**src/hdl/epr_pkg.sv**
```systemverilog
// Shared types and constants of the escaped packet receiver.
// Used by every module of the block; depends on nothing.
package epr_pkg;

  localparam int BUFFER_DEPTH = 32;
  localparam int BUF_ADDR_W   = $clog2(BUFFER_DEPTH);
  localparam int FILL_W       = $clog2(BUFFER_DEPTH + 1);
  localparam int INDEX_W      = 5;
  localparam logic [7:0] ADDR_BASE = 8'd48;

  localparam logic OP_RECEIVE = 1'b0;
  localparam logic OP_READ    = 1'b1;

  localparam logic [1:0] EV_NONE     = 2'd0;
  localparam logic [1:0] EV_ACCEPT   = 2'd1;
  localparam logic [1:0] EV_MISMATCH = 2'd2;

  localparam logic [1:0] REG_BOT_ID      = 2'd0;
  localparam logic [1:0] REG_ESCAPE_BYTE = 2'd1;
  localparam logic [1:0] REG_HEADER_BYTE = 2'd2;
  localparam logic [1:0] REG_END_BYTE    = 2'd3;

  typedef enum logic [2:0] {
    ST_IDLE,
    ST_ESCAPE,
    ST_CHECK,
    ST_DEST,
    ST_SOURCE,
    ST_PORT,
    ST_DATA,
    ST_DATAESC
  } parse_state_t;

  typedef struct packed {
    logic [3:0] bot_id;
    logic [7:0] escape_byte;
    logic [7:0] header_byte;
    logic [7:0] end_byte;
  } config_t;

  typedef struct packed {
    logic               operation;
    logic [7:0]         rx_byte;
    logic               line_error;
    logic [INDEX_W-1:0] read_index;
  } request_t;

  typedef struct packed {
    logic [1:0] packet_event;
    logic       packet_ready;
    logic [5:0] packet_length;
    logic [7:0] source_address;
    logic [7:0] port_number;
    logic [7:0] read_data;
    logic [7:0] received_count;
    logic [7:0] accepted_count;
    logic [7:0] mismatch_count;
  } result_t;

  // Buffer write from the parser.
  typedef struct packed {
    logic                  en;
    logic [BUF_ADDR_W-1:0] addr;
    logic [7:0]            data;
  } buf_write_t;

  // Parser status after the current request is applied.
  typedef struct packed {
    logic [1:0]        packet_event;
    logic              ready;
    logic [FILL_W-1:0] fill;
    logic [7:0]        source;
    logic [7:0]        port;
    logic [7:0]        received;
    logic [7:0]        accepted;
    logic [7:0]        mismatched;
  } parse_status_t;

endpackage

```
**src/hdl/epr_parser.sv**
```systemverilog
// Frame parser: state machine, running check, packet registers and counters.
// Depends on epr_pkg.
module epr_parser (
  input  logic                   clk,
  input  logic                   rst,
  input  logic                   take,
  input  epr_pkg::request_t      request,
  input  epr_pkg::config_t       cfg,
  output epr_pkg::buf_write_t    buf_write,
  output epr_pkg::parse_status_t status
);

  epr_pkg::parse_state_t state, state_next;
  logic [7:0]                  check, check_next;
  logic [epr_pkg::FILL_W-1:0]  fill, fill_next;
  logic                        ready, ready_next;
  logic [7:0]                  source, source_next;
  logic [7:0]                  port, port_next;
  logic [7:0]                  received, received_next;
  logic [7:0]                  accepted, accepted_next;
  logic [7:0]                  mismatched, mismatched_next;
  logic [7:0]                  b;
  logic [7:0]                  inc;
  logic [1:0]                  ev;

  assign b = request.rx_byte;

  always_ff @(posedge clk) begin
    if (rst) begin
      state      <= epr_pkg::ST_IDLE;
      check      <= '0;
      fill       <= '0;
      ready      <= 1'b0;
      source     <= '0;
      port       <= '0;
      received   <= '0;
      accepted   <= '0;
      mismatched <= '0;
    end else if (take) begin
      state      <= state_next;
      check      <= check_next;
      fill       <= fill_next;
      ready      <= ready_next;
      source     <= source_next;
      port       <= port_next;
      received   <= received_next;
      accepted   <= accepted_next;
      mismatched <= mismatched_next;
    end
  end

  always_comb begin
    state_next      = state;
    check_next      = check;
    fill_next       = fill;
    ready_next      = ready;
    source_next     = source;
    port_next       = port;
    received_next   = received;
    accepted_next   = accepted;
    mismatched_next = mismatched;
    inc             = '0;
    ev              = epr_pkg::EV_NONE;
    buf_write.en    = 1'b0;
    buf_write.addr  = fill[epr_pkg::BUF_ADDR_W-1:0];
    buf_write.data  = b;

    if (take && request.operation == epr_pkg::OP_RECEIVE) begin
      if (request.line_error) begin
        state_next = epr_pkg::ST_IDLE;
      end else begin
        unique case (state)
          epr_pkg::ST_IDLE: begin
            if (b == cfg.escape_byte) state_next = epr_pkg::ST_ESCAPE;
          end
          epr_pkg::ST_ESCAPE: begin
            if (b == cfg.header_byte) begin
              state_next = epr_pkg::ST_CHECK;
              inc = received + 8'd1;
              if (inc == 8'd0) begin
                received_next   = '0;
                accepted_next   = '0;
                mismatched_next = '0;
              end else begin
                received_next = inc;
              end
            end else begin
              state_next = epr_pkg::ST_IDLE;
            end
          end
          epr_pkg::ST_CHECK: begin
            if (b == cfg.escape_byte) begin
              state_next = epr_pkg::ST_ESCAPE;
            end else begin
              check_next = ~b;
              state_next = epr_pkg::ST_DEST;
            end
          end
          epr_pkg::ST_DEST: begin
            if (b == epr_pkg::ADDR_BASE + {4'b0, cfg.bot_id}) begin
              check_next = check ^ b;
              state_next = epr_pkg::ST_SOURCE;
            end else if (b == cfg.escape_byte) begin
              state_next = epr_pkg::ST_ESCAPE;
            end else begin
              state_next = epr_pkg::ST_IDLE;
            end
          end
          epr_pkg::ST_SOURCE: begin
            if (b == cfg.escape_byte) begin
              state_next = epr_pkg::ST_ESCAPE;
            end else begin
              check_next  = check ^ b;
              source_next = b;
              ready_next  = 1'b0;
              fill_next   = '0;
              state_next  = epr_pkg::ST_PORT;
            end
          end
          epr_pkg::ST_PORT: begin
            if (b == cfg.escape_byte) begin
              state_next = epr_pkg::ST_ESCAPE;
            end else begin
              check_next = check ^ b;
              port_next  = b;
              state_next = epr_pkg::ST_DATA;
            end
          end
          epr_pkg::ST_DATA: begin
            if (fill < epr_pkg::FILL_W'(epr_pkg::BUFFER_DEPTH)) begin
              buf_write.en = 1'b1;
              fill_next    = fill + 1'b1;
              if (b == cfg.escape_byte) state_next = epr_pkg::ST_DATAESC;
              else check_next = check ^ b;
            end else begin
              // buffer full: drop the packet
              state_next = epr_pkg::ST_IDLE;
            end
          end
          epr_pkg::ST_DATAESC: begin
            if (b == cfg.escape_byte) begin
              check_next = check ^ b;
              state_next = epr_pkg::ST_DATA;
            end else if (b == cfg.end_byte) begin
              if (check == 8'd0) begin
                ready_next = 1'b1;
                if (fill != '0) fill_next = fill - 1'b1;
                ev  = epr_pkg::EV_ACCEPT;
                inc = accepted + 8'd1;
                if (inc == 8'd0) begin
                  received_next   = '0;
                  accepted_next   = '0;
                  mismatched_next = '0;
                end else begin
                  accepted_next = inc;
                end
              end else begin
                ev  = epr_pkg::EV_MISMATCH;
                inc = mismatched + 8'd1;
                if (inc == 8'd0) begin
                  received_next   = '0;
                  accepted_next   = '0;
                  mismatched_next = '0;
                end else begin
                  mismatched_next = inc;
                end
              end
              state_next = epr_pkg::ST_IDLE;
            end else begin
              state_next = epr_pkg::ST_IDLE;
            end
          end
          default: state_next = epr_pkg::ST_IDLE;
        endcase
      end
    end

    status.packet_event = ev;
    status.ready        = ready_next;
    status.fill         = fill_next;
    status.source       = source_next;
    status.port         = port_next;
    status.received     = received_next;
    status.accepted     = accepted_next;
    status.mismatched   = mismatched_next;
  end

endmodule

```
**src/hdl/epr_buffer.sv**
```systemverilog
// Packet data buffer: one write port from the parser, one read port for requests.
// Depends on epr_pkg.
module epr_buffer (
  input  logic                         clk,
  input  epr_pkg::buf_write_t          buf_write,
  input  logic                         read_en,
  input  logic [epr_pkg::INDEX_W-1:0]  read_index,
  output logic [7:0]                   read_data
);

  logic [7:0] mem [epr_pkg::BUFFER_DEPTH];
  logic       in_range;

  always_ff @(posedge clk) begin
    if (buf_write.en) mem[buf_write.addr] <= buf_write.data;
  end

  assign in_range = {1'b0, read_index} < (epr_pkg::INDEX_W + 1)'(epr_pkg::BUFFER_DEPTH);

  // Return zero on receive and for an index past the end.
  always_comb begin
    read_data = 8'd0;
    if (read_en && in_range) read_data = mem[read_index[epr_pkg::BUF_ADDR_W-1:0]];
  end

endmodule

```
**src/hdl/epr_result_queue.sv**
```systemverilog
// Two-entry result queue between the parser and the result channel.
// Depends on epr_pkg.
module epr_result_queue (
  input  logic             clk,
  input  logic             rst,
  input  logic             push,
  input  epr_pkg::result_t push_data,
  output logic             full,
  output logic             result_valid,
  input  logic             result_stall,
  output epr_pkg::result_t result
);

  epr_pkg::result_t slot [2];
  logic       wr_ptr;
  logic       rd_ptr;
  logic [1:0] count;
  logic       pop;

  assign pop          = result_valid && !result_stall;
  assign result_valid = count != 2'd0;
  assign full         = count == 2'd2;
  assign result       = slot[rd_ptr];

  always_ff @(posedge clk) begin
    if (push) slot[wr_ptr] <= push_data;
  end

  always_ff @(posedge clk) begin
    if (rst) begin
      wr_ptr <= 1'b0;
      rd_ptr <= 1'b0;
      count  <= 2'd0;
    end else begin
      if (push) wr_ptr <= ~wr_ptr;
      if (pop) rd_ptr <= ~rd_ptr;
      count <= count + {1'b0, push} - {1'b0, pop};
    end
  end

endmodule

```
**src/hdl/escaped_packet_receiver_core.sv**
```systemverilog
// Escaped packet receiver core: one result per request; each result is written into
// the result queue at the edge that accepts its request.
// Throughput: one request per cycle while a queue slot is free; the parser updates in a single pass
// and a two-entry result queue lets requests keep flowing while a result waits.
// Synchronous active-high reset clears parser state, counters, config
// registers and the queue; the data buffer is not cleared.
// Depends on epr_pkg, epr_parser, epr_buffer, epr_result_queue.
module escaped_packet_receiver_core (
  input  logic              clk,
  input  logic              rst,
  input  logic              request_valid,
  output logic              request_stall,
  input  epr_pkg::request_t request,
  output logic              result_valid,
  input  logic              result_stall,
  output epr_pkg::result_t  result,
  input  logic              write_enable,
  input  logic [1:0]        write_index,
  input  logic [7:0]        write_data
);

  epr_pkg::config_t      cfg;
  epr_pkg::buf_write_t   buf_write;
  epr_pkg::parse_status_t status;
  epr_pkg::result_t      push_data;
  logic                  take;
  logic                  queue_full;
  logic [7:0]            read_data;

  // Configuration registers; the user must write them only while the block is idle (not enforced here).
  always_ff @(posedge clk) begin
    if (rst) begin
      cfg.bot_id      <= 4'd0;
      cfg.escape_byte <= 8'd125;
      cfg.header_byte <= 8'd1;
      cfg.end_byte    <= 8'd2;
    end else if (write_enable) begin
      unique case (write_index)
        epr_pkg::REG_BOT_ID:      cfg.bot_id      <= write_data[3:0];
        epr_pkg::REG_ESCAPE_BYTE: cfg.escape_byte <= write_data;
        epr_pkg::REG_HEADER_BYTE: cfg.header_byte <= write_data;
        epr_pkg::REG_END_BYTE:    cfg.end_byte    <= write_data;
        default: ;
      endcase
    end
  end

  // Hold requests only when both queue slots are occupied.
  assign request_stall = queue_full;
  assign take          = request_valid && !queue_full;

  epr_parser u_parser (
    .clk       (clk),
    .rst       (rst),
    .take      (take),
    .request   (request),
    .cfg       (cfg),
    .buf_write (buf_write),
    .status    (status)
  );

  // A read request never writes, so the array read sees all earlier writes.
  epr_buffer u_buffer (
    .clk        (clk),
    .buf_write  (buf_write),
    .read_en    (request.operation == epr_pkg::OP_READ),
    .read_index (request.read_index),
    .read_data  (read_data)
  );

  // Assemble the result from the state after this request is applied.
  always_comb begin
    push_data.packet_event   = status.packet_event;
    push_data.packet_ready   = status.ready;
    push_data.packet_length  = 6'(status.fill);
    push_data.source_address = status.source;
    push_data.port_number    = status.port;
    push_data.read_data      = read_data;
    push_data.received_count = status.received;
    push_data.accepted_count = status.accepted;
    push_data.mismatch_count = status.mismatched;
  end

  epr_result_queue u_queue (
    .clk          (clk),
    .rst          (rst),
    .push         (take),
    .push_data    (push_data),
    .full         (queue_full),
    .result_valid (result_valid),
    .result_stall (result_stall),
    .result       (result)
  );

endmodule

```
**config.mk**
```make
export PLATFORM = sky130hd
export DESIGN_NAME = escaped_packet_receiver_core
export DESIGN_NICKNAME = d
export VERILOG_FILES = /design/src/hdl/epr_pkg.sv /design/src/hdl/epr_parser.sv /design/src/hdl/epr_buffer.sv /design/src/hdl/epr_result_queue.sv /design/src/hdl/escaped_packet_receiver_core.sv
export SDC_FILE = /design/constraint.sdc
export NUM_CORES = 1
export LEC_CHECK = 0
export BUFFER_PORTS_ARGS = -buffer_cell sky130_fd_sc_hd__buf_2
export CAP_MARGIN = 10
export CORE_MARGIN = 2
export CORE_UTILIZATION = 53
export DETAILED_ROUTE_END_ITERATION = 8
export MAX_ROUTING_LAYER = met4
export PLACE_DENSITY = 0.85
export SETUP_SLACK_MARGIN = 0.1
export SLEW_MARGIN = 20
export SYNTH_ARGS = -nofsm -noshare
export SYNTH_HDL_FRONTEND = slang
export SYNTH_HIERARCHICAL = 1
export SYNTH_SLANG_ARGS = --single-unit
```
**constraint.sdc**
```tcl
create_clock -name clk -period 3.91 [get_ports clk]
set_input_delay 0.391 -clock clk [delete_from_list [all_inputs] [get_ports clk]]
set_output_delay 0.391 -clock clk [all_outputs]
set_load 0.03 [all_outputs]
```
==> run_results.csv <==
group,metric,value,unit
route,vias,12000,
logic_synthesis,yosys_most_used_dff,"edfxtp_1",
floorplanning,pin_count,89,
timing,fin_crit,3.37,ns
route,drtIter0Drc,1343,
power_and_ir_drop,leakage,7.77,nW
logic_synthesis,synthArstFlopShare,0,%
route,wl_per_cell,22.2,um
outcome,status,"completed",
timing,setup_violations,0,
floorplanning,die_h,198,um
clock_tree,cts.repair.resized,0,
final_layout,drive_gt1_share,27.8,%
floorplanning,std_cell_rows,71,
timing,setup_ws,0.543,ns
route,detail-route-antenna-nets,0,
clock_tree,clk_pin_slew,0.06,ns
global_routing,antenna_found_initial,4,
clock_tree,cts_sinks,461,
logic_synthesis,synth_cells,1319,
floorplanning,start_util,53.4,%
logic_synthesis,synth_edf_count,370,
final_layout,fin_util,60.4,%
hold_path,holdPathStages,3,
timing,maxSlewHeadroom,34.2,%
hold_path,worstHoldPathType,"in2reg",
final_layout,layout.nets,1462,
placement,place_ws,0.517,ns
timing,fin_tns_setup,0,ns
timing,slew_violations,0,
worst_setup_path,crit_fanout,11,
logic_synthesis,netlist.area_leader.share,55.5,%
worst_setup_path,crit_path_end_kind,"flip-flop",
clock_tree,cts-htree-levels,2,
logic_synthesis,synthesis.nets,1358,
worst_setup_path,critPathArrivalTime,3.56,ns
clock_tree,clk_latency,0.57,ns
logic_synthesis,yosysWarnings,6,
logic_synthesis,syn_area_per_cell,15.2,sq um
final_layout,nFillCells,2631,
worst_setup_path,cp_data_required_time,4.11,ns
logic_synthesis,yosysTopAreaCell,"edfxtp_1",
clock_tree,numCtsBuffers,45,
placement,dpl.hpwl,28.3,mm
route,wl,43.8,mm
logic_synthesis,synth_seq_area_share,64.6,%
timing,rsz0062_at_grt,"no",
global_routing,overflow,0,
final_layout,multi_input_area,6550,sq um
worst_setup_path,reg2regPathDepth,7,
final_layout,seq_area,12900,sq um
floorplanning,die-width,198,um
timing,timing.final.crit_share,86.1,%
global_routing,grt_pass1_vias,11600,
floorplanning,dieArea,39400,sq um
logic_synthesis,netlist_area,20000,sq um
worst_setup_path,critPathKind,"reg2reg",
power_and_ir_drop,ir_worst_vdd,0.431,mV
clock_tree,hold_buffers,0,
flow_run,maxCapViolations,0,
timing,hold_viol_final,0,
placement,place.port_buffers,88,
route,via_per_inst,6.06,
global_routing,grt_pass1_wl,66.9,mm
global_routing,grt_use_total,23.1,%
logic_synthesis,synth-seq-cells,461,
timing,tightest_slew,0.987,ns
global_routing,grt_max_degree,78,
clock_tree,post_cts_buffers,0,
clock_tree,clock_path_buffers,3,
floorplanning,core,37500,sq um
clock_tree,cts_tree,"yes",
worst_setup_path,cp-start-kind,"flip-flop",
route,drc,0,
route,first_pass_iters,6,
timing,skew,0.0103,ns
power_and_ir_drop,power_density,520,nW/um^2
clock_tree,root_buffer,"clkbuf_16",
placement,globalplace.congestion,0.965,
logic_synthesis,yosysUniqueCellTypes,80,
timing,max_freq,0.297,GHz
final_layout,area_growth,13.0,%
logic_synthesis,synth.area.top_cells,"edfxtp_1, dfxtp_1, mux4_2",
[sequential cells by signal, summed over array words and instances (netlist names), 8 cells and up, named ones only]
| signal | flops |
|---|---|
| u_buffer/mem | 256 |
| u_queue/slot | 114 |
| cfg | 28 |
| u_parser/accepted | 8 |
| u_parser/check | 8 |
| u_parser/mismatched | 8 |
| u_parser/port | 8 |
| u_parser/received | 8 |
| u_parser/source | 8 |
[critical path, stage by stage, from the launching register on]
cell and delay [ns]:
dfxtp_1 0.34, nor2b_1 0.15, nor2b_1 0.34, nand2b_1 0.17, or2_2 0.42, nor2_1 0.26, or3b_2 0.63, nor2_1 0.68
[stage by stage]
stage | power [W] | instances | cell area (sq um) | hold slack [ns]
after global placement | 0.00730 | 1887 | 21100 | 0.473
after global routing | 0.0121 | 1974 | 22600 | 0.106
after CTS | 0.0119 | 1969 | 22600 | 0.0899
after floorplan | 0.00692 | 1319 | 20000 | 0.460
final | 0.0118 | 1974 | 22600 | 0.117
after detailed placement | 0.00735 | 1887 | 21100 | 0.485
[worst paths after layout]
kind | from | end | slack (ns)
worst max-delay path | u_queue/count[1] | u_buffer/mem[28][0] | 0.54
worst max register to register | u_queue/count[1] | u_buffer/mem[28][0] | 0.54
worst min-delay path | write_data[4] | cfg[20] | 0.12
worst min register to register | cfg[12] | cfg[12] | 0.49
[layout make-up]
class                      count  share of cell area [%]
multi-input combinational    760                    28.9
antenna                        5                  0.0553
clock inverter                32                    1.62
timing repair buffer         142                    3.97
clock buffer                  50                    5.24
inverter                      13                   0.216
tap                          511                    2.82
sequential                   461                    57.1
[cell usage in the layout (no fill, tap or decap), drive strengths merged, types with 9 or more instances in the layout]
master	n
and3	13
or3	10
nand4	11
o221ai	9
nand3b	17
ha	9
or2	11
mux4	64
o21ai	33
a21bo	9
and2	9
a21oi	39
nor2	90
a311oi	9
nand3	15
clkbuf	50
nand2	57
nand2b	36
inv	16
clkinv	19
edfxtp	370
xor2	13
buf	142
dfxtp	91
a211oi	13
a31oi	17
nor3	11
mux2i	37
xnor2	20
mux2	94
nor2b	37
[synth_stat cells, drive strengths merged, types with 15 or more instances]
library cell and n:
nand3 15, a31oi 17, mux2i 37, mux4 64
nor2b 37, nand2b 36, clkbuf 27, dfxtp 91
nor2 90, a21oi 39, xnor2 20, o21ai 33
edfxtp 370, buf 58, nand2 57, nand3b 17
mux2 94
[metal layers]
layer	vias up	track usage [%]	wire [um]
li1	5284	-	-
met1	6010	29.7	17700
met2	580	37.3	21500
met3	86	4.04	3400
met4	0	7.90	1110
met5	-	-	0
[where the power goes]
group | internal (W) | switching (W) | leakage [nW]
sequential | 0.00553 | 0.000154 | 4.14
combinational | 0.000614 | 0.000938 | 2.87
clock | 0.00272 | 0.00181 | 0.762
total | 0.00886 | 0.00290 | 7.77
[cell families (layout without fill, tap and decap cells)]
group                    Yosys count  in the layout  share of synthesized area, %
adder cells (fa/ha/maj)            9              9                         0.562
multiplexers                     195            195                          14.9
XOR/XNOR                          34             34                          1.63
buffers and inverters             98            237                          2.80
AND/OR/NAND/NOR                  344            344                          9.34
AO/OA/AOI/OAI                    178            178                          6.23
flip-flops                       461            461                          64.6
other                              0              5                             0
Power figures use the tool's default switching activity.
